## config.mk

```make
export PLATFORM = sky130hd
export DESIGN_NAME = linear_regression_fit
export DESIGN_NICKNAME = d
export VERILOG_FILES = /design/src/rtl/lrf_pkg.sv /design/src/rtl/linear_regression_fit.sv /design/src/rtl/lrf_alu.sv
export SDC_FILE = /design/constraint.sdc
export NUM_CORES = 2
export LEC_CHECK = 0
export BUFFER_PORTS_ARGS = -buffer_cell sky130_fd_sc_hd__buf_2
export CORE_MARGIN = 1
export CORE_UTILIZATION = 50
export DETAILED_ROUTE_END_ITERATION = 10
export GPL_TIMING_DRIVEN = 0
export HOLD_SLACK_MARGIN = 0.05
export PLACE_DENSITY = 0.66
export SETUP_SLACK_MARGIN = 0.15
export SKIP_CTS_REPAIR_TIMING = 1
export SYNTH_ARGS = -nofsm -noshare
export SYNTH_HDL_FRONTEND = slang
export SYNTH_HIERARCHICAL = 1
export SYNTH_SLANG_ARGS = --single-unit
export TNS_END_PERCENT = 10
```

## constraint.sdc

```tcl
create_clock -name clk -period 14.71 [get_ports clk]
set_clock_uncertainty 0.2 [all_clocks]
set_input_delay 2.2065 -clock clk [delete_from_list [all_inputs] [get_ports clk]]
set_output_delay 2.2065 -clock clk [all_outputs]
set_load 0.03 [all_outputs]
```

## src/rtl/lrf_pkg.sv

```systemverilog
// Shared types and constants for the least-squares line fit block.
`timescale 1ns / 1ps
package lrf_pkg;

  localparam int MAX_POINTS_DEF = 128;
  localparam int SAMPLE_W       = 16;
  localparam int FRAC_W         = 16;
  localparam int FIT_W          = 48;
  localparam int R2_W           = 17;
  localparam int COUNT_OUT_W    = 8;
  localparam int IN_DATA_W      = 32;
  localparam int OUT_DATA_W     = 128;

  // operations of the shared shift/add unit
  typedef enum logic [1:0] {
    OP_MUL,
    OP_DIV,
    OP_SUB
  } lrf_op_t;

  typedef struct packed {
    logic    start;
    lrf_op_t op;
  } lrf_cmd_t;

  typedef struct packed {
    logic done;
    logic neg;   // borrow of the last subtract
    logic ovf;   // quotient bits shifted out above the kept range
  } lrf_stat_t;

  typedef enum logic [4:0] {
    ST_IDLE,
    ST_SXX_A,
    ST_SXX_B,
    ST_SXX,
    ST_SYY_A,
    ST_SYY_B,
    ST_SYY,
    ST_SXY_A,
    ST_SXY_B,
    ST_SXY,
    ST_SXY_NEG,
    ST_SLOPE,
    ST_INT_A,
    ST_INT_B,
    ST_INT,
    ST_INT_NEG,
    ST_INT_DIV,
    ST_R2_A,
    ST_R2_B,
    ST_R2_DIV,
    ST_FINISH
  } lrf_state_t;

endpackage

```

## src/rtl/linear_regression_fit.sv

```systemverilog
// Top level of the streaming least-squares line fit.
`timescale 1ns / 1ps
// Points stream in on s_axis at one transfer per cycle while idle, and are folded into
// exact running sums (n, sum x, sum y, sum xx, sum yy, sum xy); points past MAX_POINTS
// are dropped and flagged. The point with tlast closes the set: the block then
// drops s_axis_tready and works out slope, intercept and r squared on a single
// bit-serial shift/add/subtract unit, one bit per cycle. That takes ten HW-bit
// multiplies, up to six subtracts and three NW-bit divides, where
// HW = clog2(MAX_POINTS+1) + clog2(MAX_POINTS*65535+1) + 16 and NW = 2*HW + 16
// (a degenerate set stops after the variances and the covariance). The result sits
// in an output register until taken on m_axis; the sums clear when it is loaded,
// and the next set may stream in while it waits.
module linear_regression_fit import lrf_pkg::*; #(
  parameter int MAX_POINTS = MAX_POINTS_DEF
) (
  input  logic                  clk,
  input  logic                  rst,
  input  logic                  s_axis_tvalid,
  output logic                  s_axis_tready,
  input  logic [IN_DATA_W-1:0]  s_axis_tdata,   // x_value[15:0], y_value[31:16]
  input  logic                  s_axis_tlast,   // last_point
  output logic                  m_axis_tvalid,
  input  logic                  m_axis_tready,
  // slope[47:0], intercept[95:48], r_squared[112:96], degenerate[113],
  // overflowed[114], point_count[122:115], zero fill above
  output logic [OUT_DATA_W-1:0] m_axis_tdata
);

  localparam int CW = $clog2(MAX_POINTS + 1);
  localparam int SW = $clog2(MAX_POINTS * 65535 + 1);
  localparam int QW = SW + SAMPLE_W;
  localparam int HW = CW + QW;
  localparam int PW = 2 * HW;
  localparam int AW = PW + 1;
  localparam int NW = PW + FRAC_W;

  localparam logic [FIT_W-1:0] POS_CAP = {1'b0, {(FIT_W-1){1'b1}}};
  localparam logic [FIT_W-1:0] NEG_CAP = {1'b1, {(FIT_W-1){1'b0}}};
  localparam logic [FIT_W-1:0] R2_ONE  = FIT_W'(1) << FRAC_W;

  lrf_state_t state, state_next;
  lrf_cmd_t   cmd;
  lrf_stat_t  stat;
  logic       issued;

  logic [CW-1:0] count;
  logic [SW-1:0] sum_x, sum_y;
  logic [QW-1:0] sum_xx, sum_yy, sum_xy;
  logic          dropped;

  logic [SAMPLE_W-1:0]   x_in, y_in;
  logic [2*SAMPLE_W-1:0] xx, yy, xy;
  logic                  in_xfer;

  logic [PW-1:0] pa, pb;
  logic [HW-1:0] sxx, syy, sxy;
  logic          sxy_neg, int_neg;
  logic          degen;
  logic [FIT_W-1:0] res_slope, res_icpt;
  logic [R2_W-1:0]  res_r2;

  logic [HW-1:0] mx, my;
  logic [PW-1:0] dn, dd, sa, sb;
  logic [NW-1:0] op_a;
  logic [AW-1:0] op_b;
  logic [AW-1:0] acc;
  logic [FIT_W-1:0] quo;
  logic          out_free;

  logic [FIT_W-1:0]       slope, intercept;
  logic [R2_W-1:0]        r_squared;
  logic                   degenerate, overflowed;
  logic [COUNT_OUT_W-1:0] point_count;

  function automatic logic [FIT_W-1:0] sat_fit(input logic neg, input logic ovf,
                                               input logic [FIT_W-1:0] q);
    logic [FIT_W-1:0] cap;
    logic [FIT_W-1:0] mag;
    cap = neg ? NEG_CAP : POS_CAP;
    mag = (ovf || q > cap) ? cap : q;
    return neg ? (~mag + 1'b1) : mag;
  endfunction

  assign x_in    = s_axis_tdata[SAMPLE_W-1:0];
  assign y_in    = s_axis_tdata[2*SAMPLE_W-1:SAMPLE_W];
  assign xx      = 32'(x_in) * 32'(x_in);
  assign yy      = 32'(y_in) * 32'(y_in);
  assign xy      = 32'(x_in) * 32'(y_in);
  assign s_axis_tready = (state == ST_IDLE);
  assign in_xfer = s_axis_tvalid && s_axis_tready;
  assign degen   = (sxx == '0) || (syy == '0);
  assign out_free = !m_axis_tvalid || m_axis_tready;

  lrf_alu #(.MAX_POINTS(MAX_POINTS)) u_alu (
    .clk  (clk),
    .rst  (rst),
    .cmd  (cmd),
    .op_a (op_a),
    .op_b (op_b),
    .stat (stat),
    .acc  (acc),
    .quo  (quo)
  );

  always_ff @(posedge clk) begin
    if (rst) begin
      state  <= ST_IDLE;
      issued <= 1'b0;
    end else begin
      state <= state_next;
      if (cmd.start) begin
        issued <= 1'b1;
      end else if (stat.done) begin
        issued <= 1'b0;
      end
    end
  end

  always_comb begin
    state_next = state;
    cmd.op     = OP_MUL;
    mx = '0;
    my = '0;
    dn = '0;
    dd = '0;
    sa = pa;
    sb = pb;
    case (state)
      ST_IDLE: begin
        if (in_xfer && s_axis_tlast) begin
          state_next = ST_SXX_A;
        end
      end
      ST_SXX_A: begin
        mx = HW'(count);
        my = HW'(sum_xx);
        if (stat.done) state_next = ST_SXX_B;
      end
      ST_SXX_B: begin
        mx = HW'(sum_x);
        my = HW'(sum_x);
        if (stat.done) state_next = ST_SXX;
      end
      ST_SXX: begin
        cmd.op = OP_SUB;
        if (stat.done) state_next = ST_SYY_A;
      end
      ST_SYY_A: begin
        mx = HW'(count);
        my = HW'(sum_yy);
        if (stat.done) state_next = ST_SYY_B;
      end
      ST_SYY_B: begin
        mx = HW'(sum_y);
        my = HW'(sum_y);
        if (stat.done) state_next = ST_SYY;
      end
      ST_SYY: begin
        cmd.op = OP_SUB;
        if (stat.done) state_next = ST_SXY_A;
      end
      ST_SXY_A: begin
        mx = HW'(count);
        my = HW'(sum_xy);
        if (stat.done) state_next = ST_SXY_B;
      end
      ST_SXY_B: begin
        mx = HW'(sum_x);
        my = HW'(sum_y);
        if (stat.done) state_next = ST_SXY;
      end
      ST_SXY: begin
        cmd.op = OP_SUB;
        if (stat.done) begin
          if (stat.neg) state_next = ST_SXY_NEG;
          else          state_next = degen ? ST_FINISH : ST_SLOPE;
        end
      end
      ST_SXY_NEG: begin
        cmd.op = OP_SUB;
        sa = pb;
        sb = pa;
        if (stat.done) state_next = degen ? ST_FINISH : ST_SLOPE;
      end
      ST_SLOPE: begin
        cmd.op = OP_DIV;
        dn = PW'(sxy);
        dd = PW'(sxx);
        if (stat.done) state_next = ST_INT_A;
      end
      ST_INT_A: begin
        mx = HW'(sum_y);
        my = HW'(sum_xx);
        if (stat.done) state_next = ST_INT_B;
      end
      ST_INT_B: begin
        mx = HW'(sum_x);
        my = HW'(sum_xy);
        if (stat.done) state_next = ST_INT;
      end
      ST_INT: begin
        cmd.op = OP_SUB;
        if (stat.done) state_next = stat.neg ? ST_INT_NEG : ST_INT_DIV;
      end
      ST_INT_NEG: begin
        cmd.op = OP_SUB;
        sa = pb;
        sb = pa;
        if (stat.done) state_next = ST_INT_DIV;
      end
      ST_INT_DIV: begin
        cmd.op = OP_DIV;
        dn = pa;
        dd = PW'(sxx);
        if (stat.done) state_next = ST_R2_A;
      end
      ST_R2_A: begin
        mx = sxy;
        my = sxy;
        if (stat.done) state_next = ST_R2_B;
      end
      ST_R2_B: begin
        mx = sxx;
        my = syy;
        if (stat.done) state_next = ST_R2_DIV;
      end
      ST_R2_DIV: begin
        cmd.op = OP_DIV;
        dn = pa;
        dd = pb;
        if (stat.done) state_next = ST_FINISH;
      end
      ST_FINISH: begin
        if (out_free) state_next = ST_IDLE;
      end
      default: begin
        state_next = ST_IDLE;
      end
    endcase

    cmd.start = (state != ST_IDLE) && (state != ST_FINISH) && !issued && !stat.done;

    case (cmd.op)
      OP_MUL: begin
        op_a = NW'(mx) << (NW - HW);
        op_b = AW'(my);
      end
      OP_DIV: begin
        op_a = NW'(dn) << FRAC_W;
        op_b = AW'(dd);
      end
      default: begin
        op_a = NW'(sa);
        op_b = AW'(sb);
      end
    endcase
  end

  // running sums
  always_ff @(posedge clk) begin
    if (rst || (state == ST_FINISH && out_free)) begin
      count   <= '0;
      sum_x   <= '0;
      sum_y   <= '0;
      sum_xx  <= '0;
      sum_yy  <= '0;
      sum_xy  <= '0;
      dropped <= 1'b0;
    end else if (in_xfer) begin
      if (count < CW'(MAX_POINTS)) begin
        count  <= count + 1'b1;
        sum_x  <= sum_x + SW'(x_in);
        sum_y  <= sum_y + SW'(y_in);
        sum_xx <= sum_xx + QW'(xx);
        sum_yy <= sum_yy + QW'(yy);
        sum_xy <= sum_xy + QW'(xy);
      end else begin
        dropped <= 1'b1;
      end
    end
  end

  // capture unit results
  always_ff @(posedge clk) begin
    if (stat.done) begin
      case (state)
        ST_SXX_A, ST_SYY_A, ST_SXY_A, ST_INT_A, ST_R2_A: pa <= acc[PW-1:0];
        ST_SXX_B, ST_SYY_B, ST_SXY_B, ST_INT_B, ST_R2_B: pb <= acc[PW-1:0];
        ST_SXX: sxx <= acc[HW-1:0];
        ST_SYY: syy <= acc[HW-1:0];
        ST_SXY: begin
          sxy     <= acc[HW-1:0];
          sxy_neg <= 1'b0;
        end
        ST_SXY_NEG: begin
          sxy     <= acc[HW-1:0];
          sxy_neg <= 1'b1;
        end
        ST_INT: begin
          // on a borrow pa must survive for the swapped subtract
          if (!stat.neg) begin
            pa      <= acc[PW-1:0];
            int_neg <= 1'b0;
          end
        end
        ST_INT_NEG: begin
          pa      <= acc[PW-1:0];
          int_neg <= 1'b1;
        end
        ST_SLOPE:   res_slope <= sat_fit(sxy_neg, stat.ovf, quo);
        ST_INT_DIV: res_icpt  <= sat_fit(int_neg, stat.ovf, quo);
        ST_R2_DIV:  res_r2    <= (stat.ovf || quo > R2_ONE) ? R2_ONE[R2_W-1:0] : quo[R2_W-1:0];
        default: begin
        end
      endcase
    end
  end

  // output register
  always_ff @(posedge clk) begin
    if (rst) begin
      m_axis_tvalid <= 1'b0;
    end else if (state == ST_FINISH && out_free) begin
      m_axis_tvalid <= 1'b1;
    end else if (m_axis_tready) begin
      m_axis_tvalid <= 1'b0;
    end
  end

  always_ff @(posedge clk) begin
    if (state == ST_FINISH && out_free) begin
      slope       <= degen ? '0 : res_slope;
      intercept   <= degen ? '0 : res_icpt;
      r_squared   <= degen ? '0 : res_r2;
      degenerate  <= degen;
      overflowed  <= dropped;
      point_count <= COUNT_OUT_W'(count);
    end
  end

  assign m_axis_tdata = {
    (OUT_DATA_W - 2*FIT_W - R2_W - 2 - COUNT_OUT_W)'(0),
    point_count, overflowed, degenerate, r_squared, intercept, slope
  };

endmodule

```

## src/rtl/lrf_alu.sv

```systemverilog
// Shared bit-serial unit: shift-add multiply, restoring divide and one-step subtract.
`timescale 1ns / 1ps
module lrf_alu import lrf_pkg::*; #(
  parameter int MAX_POINTS = MAX_POINTS_DEF,
  localparam int CW  = $clog2(MAX_POINTS + 1),
  localparam int SW  = $clog2(MAX_POINTS * 65535 + 1),
  localparam int QW  = SW + SAMPLE_W,
  localparam int HW  = CW + QW,
  localparam int PW  = 2 * HW,
  localparam int AW  = PW + 1,
  localparam int NW  = PW + FRAC_W,
  localparam int STW = $clog2(NW + 1)
) (
  input  logic              clk,
  input  logic              rst,
  input  lrf_cmd_t          cmd,
  input  logic [NW-1:0]     op_a,   // multiplier (left aligned), dividend or minuend
  input  logic [AW-1:0]     op_b,   // multiplicand, divisor or subtrahend
  output lrf_stat_t         stat,
  output logic [AW-1:0]     acc,
  output logic [FIT_W-1:0]  quo
);

  lrf_op_t        op;
  logic           busy;
  logic [STW-1:0] cnt;
  logic [NW-1:0]  shreg;
  logic           msb;
  logic [AW-1:0]  t;
  logic [AW-1:0]  x;
  logic [AW-1:0]  y;
  logic [AW:0]    res;
  logic           done;
  logic           neg;
  logic           ovf;

  assign stat = '{done: done, neg: neg, ovf: ovf};

  assign msb = shreg[NW-1];
  assign t   = {acc[AW-2:0], (op == OP_DIV) & msb};
  assign x   = (op == OP_SUB) ? acc : t;
  assign y   = (op == OP_MUL && !msb) ? '0 : op_b;
  assign res = (op == OP_MUL) ? ({1'b0, x} + {1'b0, y}) : ({1'b0, x} - {1'b0, y});

  always_ff @(posedge clk) begin
    if (rst) begin
      busy <= 1'b0;
      done <= 1'b0;
      cnt  <= '0;
      op   <= OP_MUL;
    end else begin
      done <= 1'b0;
      if (cmd.start) begin
        busy <= 1'b1;
        op   <= cmd.op;
        case (cmd.op)
          OP_MUL:  cnt <= STW'(HW);
          OP_DIV:  cnt <= STW'(NW);
          default: cnt <= STW'(1);
        endcase
      end else if (busy) begin
        cnt <= cnt - 1'b1;
        if (cnt == STW'(1)) begin
          busy <= 1'b0;
          done <= 1'b1;
        end
      end
    end
  end

  always_ff @(posedge clk) begin
    if (cmd.start) begin
      shreg <= op_a;
      acc   <= (cmd.op == OP_SUB) ? op_a[AW-1:0] : '0;
      quo   <= '0;
      ovf   <= 1'b0;
      neg   <= 1'b0;
    end else if (busy) begin
      shreg <= {shreg[NW-2:0], 1'b0};
      case (op)
        OP_MUL: begin
          acc <= res[AW-1:0];
        end
        OP_DIV: begin
          // keep the partial remainder when the trial subtract borrows
          acc <= res[AW] ? x : res[AW-1:0];
          quo <= {quo[FIT_W-2:0], !res[AW]};
          ovf <= ovf | quo[FIT_W-1];
        end
        default: begin
          acc <= res[AW-1:0];
          neg <= res[AW];
        end
      endcase
    end
  end

endmodule

```

==> impl_metrics.env <==
export IMPL_fmax_ghz=0.0774
export IMPL_worstPathRequired_ns=15.01
export IMPL_ys_types=98
export IMPL_netlist_area_um2=87300
export IMPL_yosysTopAreaCell="edfxtp_1"
export IMPL_crit_fanout=10
export IMPL_syn_avg_cell_area_um2=9.15
export IMPL_ant_nets=0
export IMPL_cts_root_buffer="clkbuf_16"
export IMPL_ctsLongestPathBuffers=3
export IMPL_syn_inst=9542
export IMPL_critPathKind="register to register"
export IMPL_critPathBufInv=6
export IMPL_drt_initial_drc_count=10157
export IMPL_grt_pass1_vias=76322
export IMPL_io_buffers=161
export IMPL_whs_ns=0.253
export IMPL_async_flop_share_pct=0
export IMPL_fin_crit_sh_pct=87.8
export IMPL_grt_max_degree=71
export IMPL_grt_pass1_wl_um=558000
export IMPL_synthSimpleGateAreaFrac_pct=15.0
export IMPL_violations="DRC, capacitance limit, slew limit"
export IMPL_synth_most_common_cell="inv_1"
export IMPL_antenna_found_initial=33
export IMPL_hold_viol_final=0
export IMPL_n_fill_cell=15966
export IMPL_htree_levels=3
export IMPL_ys_seq_elements=1012
export IMPL_slew_limit_headroom_pct=-4.13
export IMPL_io_pins=167
export IMPL_dp_hpwl_um=325000
export IMPL_grt_use_total_pct=45.0
export IMPL_hold_class="register to register"
export IMPL_rsz0062_at_grt="false"
export IMPL_numCtsBuffers=114
export IMPL_setup_viol_count_final=0
export IMPL_final_max_slew_viol_count=36
export IMPL_yosysSeqAreaShare_pct=32.1
export IMPL_end_kind="register"
export IMPL_cpMostUsedCell="nor2_1"
export IMPL_die_area_um2=176000
export IMPL_die_x_um=420
export IMPL_die_h_um=420
export IMPL_grt_overflow=0
export IMPL_fin_nets=11088
export IMPL_rows=153
export IMPL_crit_family="simple AND/OR/NAND/NOR gates"
export IMPL_synth_compound_area_share_pct=16.7
export IMPL_drt_vias_per_instance=6.44
export IMPL_max_stage_delay_ns=1.08
export IMPL_ir_worst_vdd_mv=0.306
export IMPL_routed_via_count=79106
export IMPL_tns_ns=0
export IMPL_synth_top_cell_area_share_pct=26.6
export IMPL_synthAdderAreaFrac_pct=22.6
export IMPL_coreArea_um2=174000
export IMPL_synthToLayoutAreaGrowth_pct=9.37
export IMPL_synthXorXnorAreaFrac_pct=2.11
export IMPL_cpMaxStageDelayCell="clkbuf_1"
export IMPL_p_per_area_nw_per_um2=255
export IMPL_drc_errors=3
export IMPL_wirelength_um=400000
export IMPL_arrival_ns=13.21
export IMPL_synth_edff_count=772
export IMPL_dr_pass1_iters=11
export IMPL_netlist_top_cells_area="edfxtp_1 27%, fa_1 14%, ha_1 8.3%"
export IMPL_drive_gt1_share_pct=6.71
export IMPL_initial_utilization_pct=50.3
export IMPL_globalplace_congestion=1.14
export IMPL_cts_tree="yes"
export IMPL_synth_top_cells_by_count="1,160 x inv_1, 1,125 x nand2_1, 796 x a21oi_1, 772 x edfxtp_1, 624 x fa_1"
export IMPL_ys_warnings_count=6
export IMPL_total_leakage_power_nw=40.5
export IMPL_synthFlopType="edfxtp_1"
export IMPL_worst_slew_pin_slew_ns=1.56
export IMPL_synth_top_family_by_area="adder cells"
export IMPL_fin_crit_ns=12.92
export IMPL_cts_sinks=1012
export IMPL_post_drt_wl_per_cell_um=32.6
export IMPL_muxShareOfSynthArea_pct=4.02
export IMPL_clock_latency_ns=0.80
export IMPL_worst_setup_path_start_kind="register"
export IMPL_clk_pin_slew_worst_paths_ns=0.06
export IMPL_cap_violations=5
export IMPL_status="finished with violations"
==> stage by stage <==
step | instances | instance area, um^2 | util (%) | setup WS, ns | power, W
3_5_place_dp | 12054 | 91500 | 52.7 | 2.91 | 0.0206
6_report | 12284 | 95500 | 55.0 | 1.79 | 0.0243
2_1_floorplan | 9549 | 87300 | - | 5.13 | 0.0155
4_1_cts | 12267 | 95400 | 55.0 | 2.86 | 0.0237
5_1_grt | 12268 | 95500 | 55.0 | 2.07 | 0.0259
3_3_place_gp | 12035 | 91100 | 52.4 | 0.901 | 0.0205
==> routing by layer <==
metal | wire length [um] | track usage, % | vias to the layer above
met4 | 41300 | 38.7 | 24
met5 | 155 | 0.0556 | -
li1 | - | - | 33871
met1 | 144000 | 53.5 | 38677
met2 | 172000 | 67.7 | 5071
met3 | 42500 | 11.5 | 1463
==> sequential cells by signal (all words and copies together), names as in the netlist, 48 cells and up <==
| signal | cells |
|---|---|
| pb | 94 |
| res_slope | 48 |
| pa | 94 |
| res_icpt | 48 |
| u_alu/quo | 48 |
| intercept | 48 |
| u_alu/shreg | 110 |
| u_alu/acc | 95 |
| slope | 48 |
==> cell usage in the layout (no fill, tap or decap), types with 83 or more instances in the layout <==
| cell | instances |
|---|---|
| mux2_2 | 163 |
| nand2_1 | 1125 |
| nor4_1 | 83 |
| o21ai_0 | 477 |
| nand3_1 | 119 |
| ha_1 | 582 |
| a211oi_1 | 104 |
| nand4_1 | 85 |
| and2_1 | 334 |
| xnor2_1 | 124 |
| a21o_1 | 119 |
| mux2i_1 | 167 |
| clkbuf_16 | 117 |
| fa_1 | 624 |
| nor2_1 | 546 |
| dfxtp_1 | 240 |
| edfxtp_1 | 772 |
| a21oi_1 | 796 |
| buf_2 | 189 |
| nor3_1 | 128 |
| clkbuf_1 | 454 |
| xor2_1 | 86 |
| inv_1 | 1160 |
==> worst reg2reg max path, delay by kind of cell, from the launching register on <==
| family | cells | cell delay (ns) |
|---|---|---|
| flip-flops | 1 | 0.29 |
| adder cells (fa/ha/maj) | 1 | 0.28 |
| AO/OA/AOI/OAI | 4 | 2.23 |
| AND/OR/NAND/NOR | 17 | 5.50 |
| multiplexers | 3 | 1.24 |
| buffers and inverters | 6 | 2.87 |
==> cells by family after synthesis <==
| group | Yosys count |
|---|---|
| xor+xnor | 210 |
| buf+inv | 1718 |
| other cells | 1 |
| simple gates | 2770 |
| mux | 330 |
| flops | 1012 |
| fa+ha+maj | 1206 |
| compound gates | 2295 |
==> final timing paths <==
path	slack (ns)	startpoint	end	cells past startpoint
hold reg to reg	0.25	dropped	overflowed	0
hold / removal	0.25	dropped	overflowed	0
setup reg to reg	1.79	state[1]	u_alu/acc[92]	31
setup / recovery	1.79	state[1]	u_alu/acc[92]	31
==> power breakdown <==
| part | switching [W] | leakage [nW] | internal [W] |
|---|---|---|---|
| registers | 0.000678 | 9.15 | 0.00397 |
| clock network | 0.00133 | 1.88 | 0.00170 |
| logic | 0.0109 | 29.5 | 0.00577 |
==> layout make-up <==
type	instances	area (um^2)	share of cell area [%]
Antenna cell	17	42.5	0.0445
Buffer	550	2200	2.30
Clock buffer	138	3090	3.23
Clock inverter	75	808	0.846
Inverter	1168	4380	4.59
Multi-Input combinational cell	6819	52800	55.3
Sequential cell	1012	28000	29.3
Tap cell	2325	2910	3.05
Timing Repair Buffer	180	1230	1.28
(Power assumes the default switching activity.)
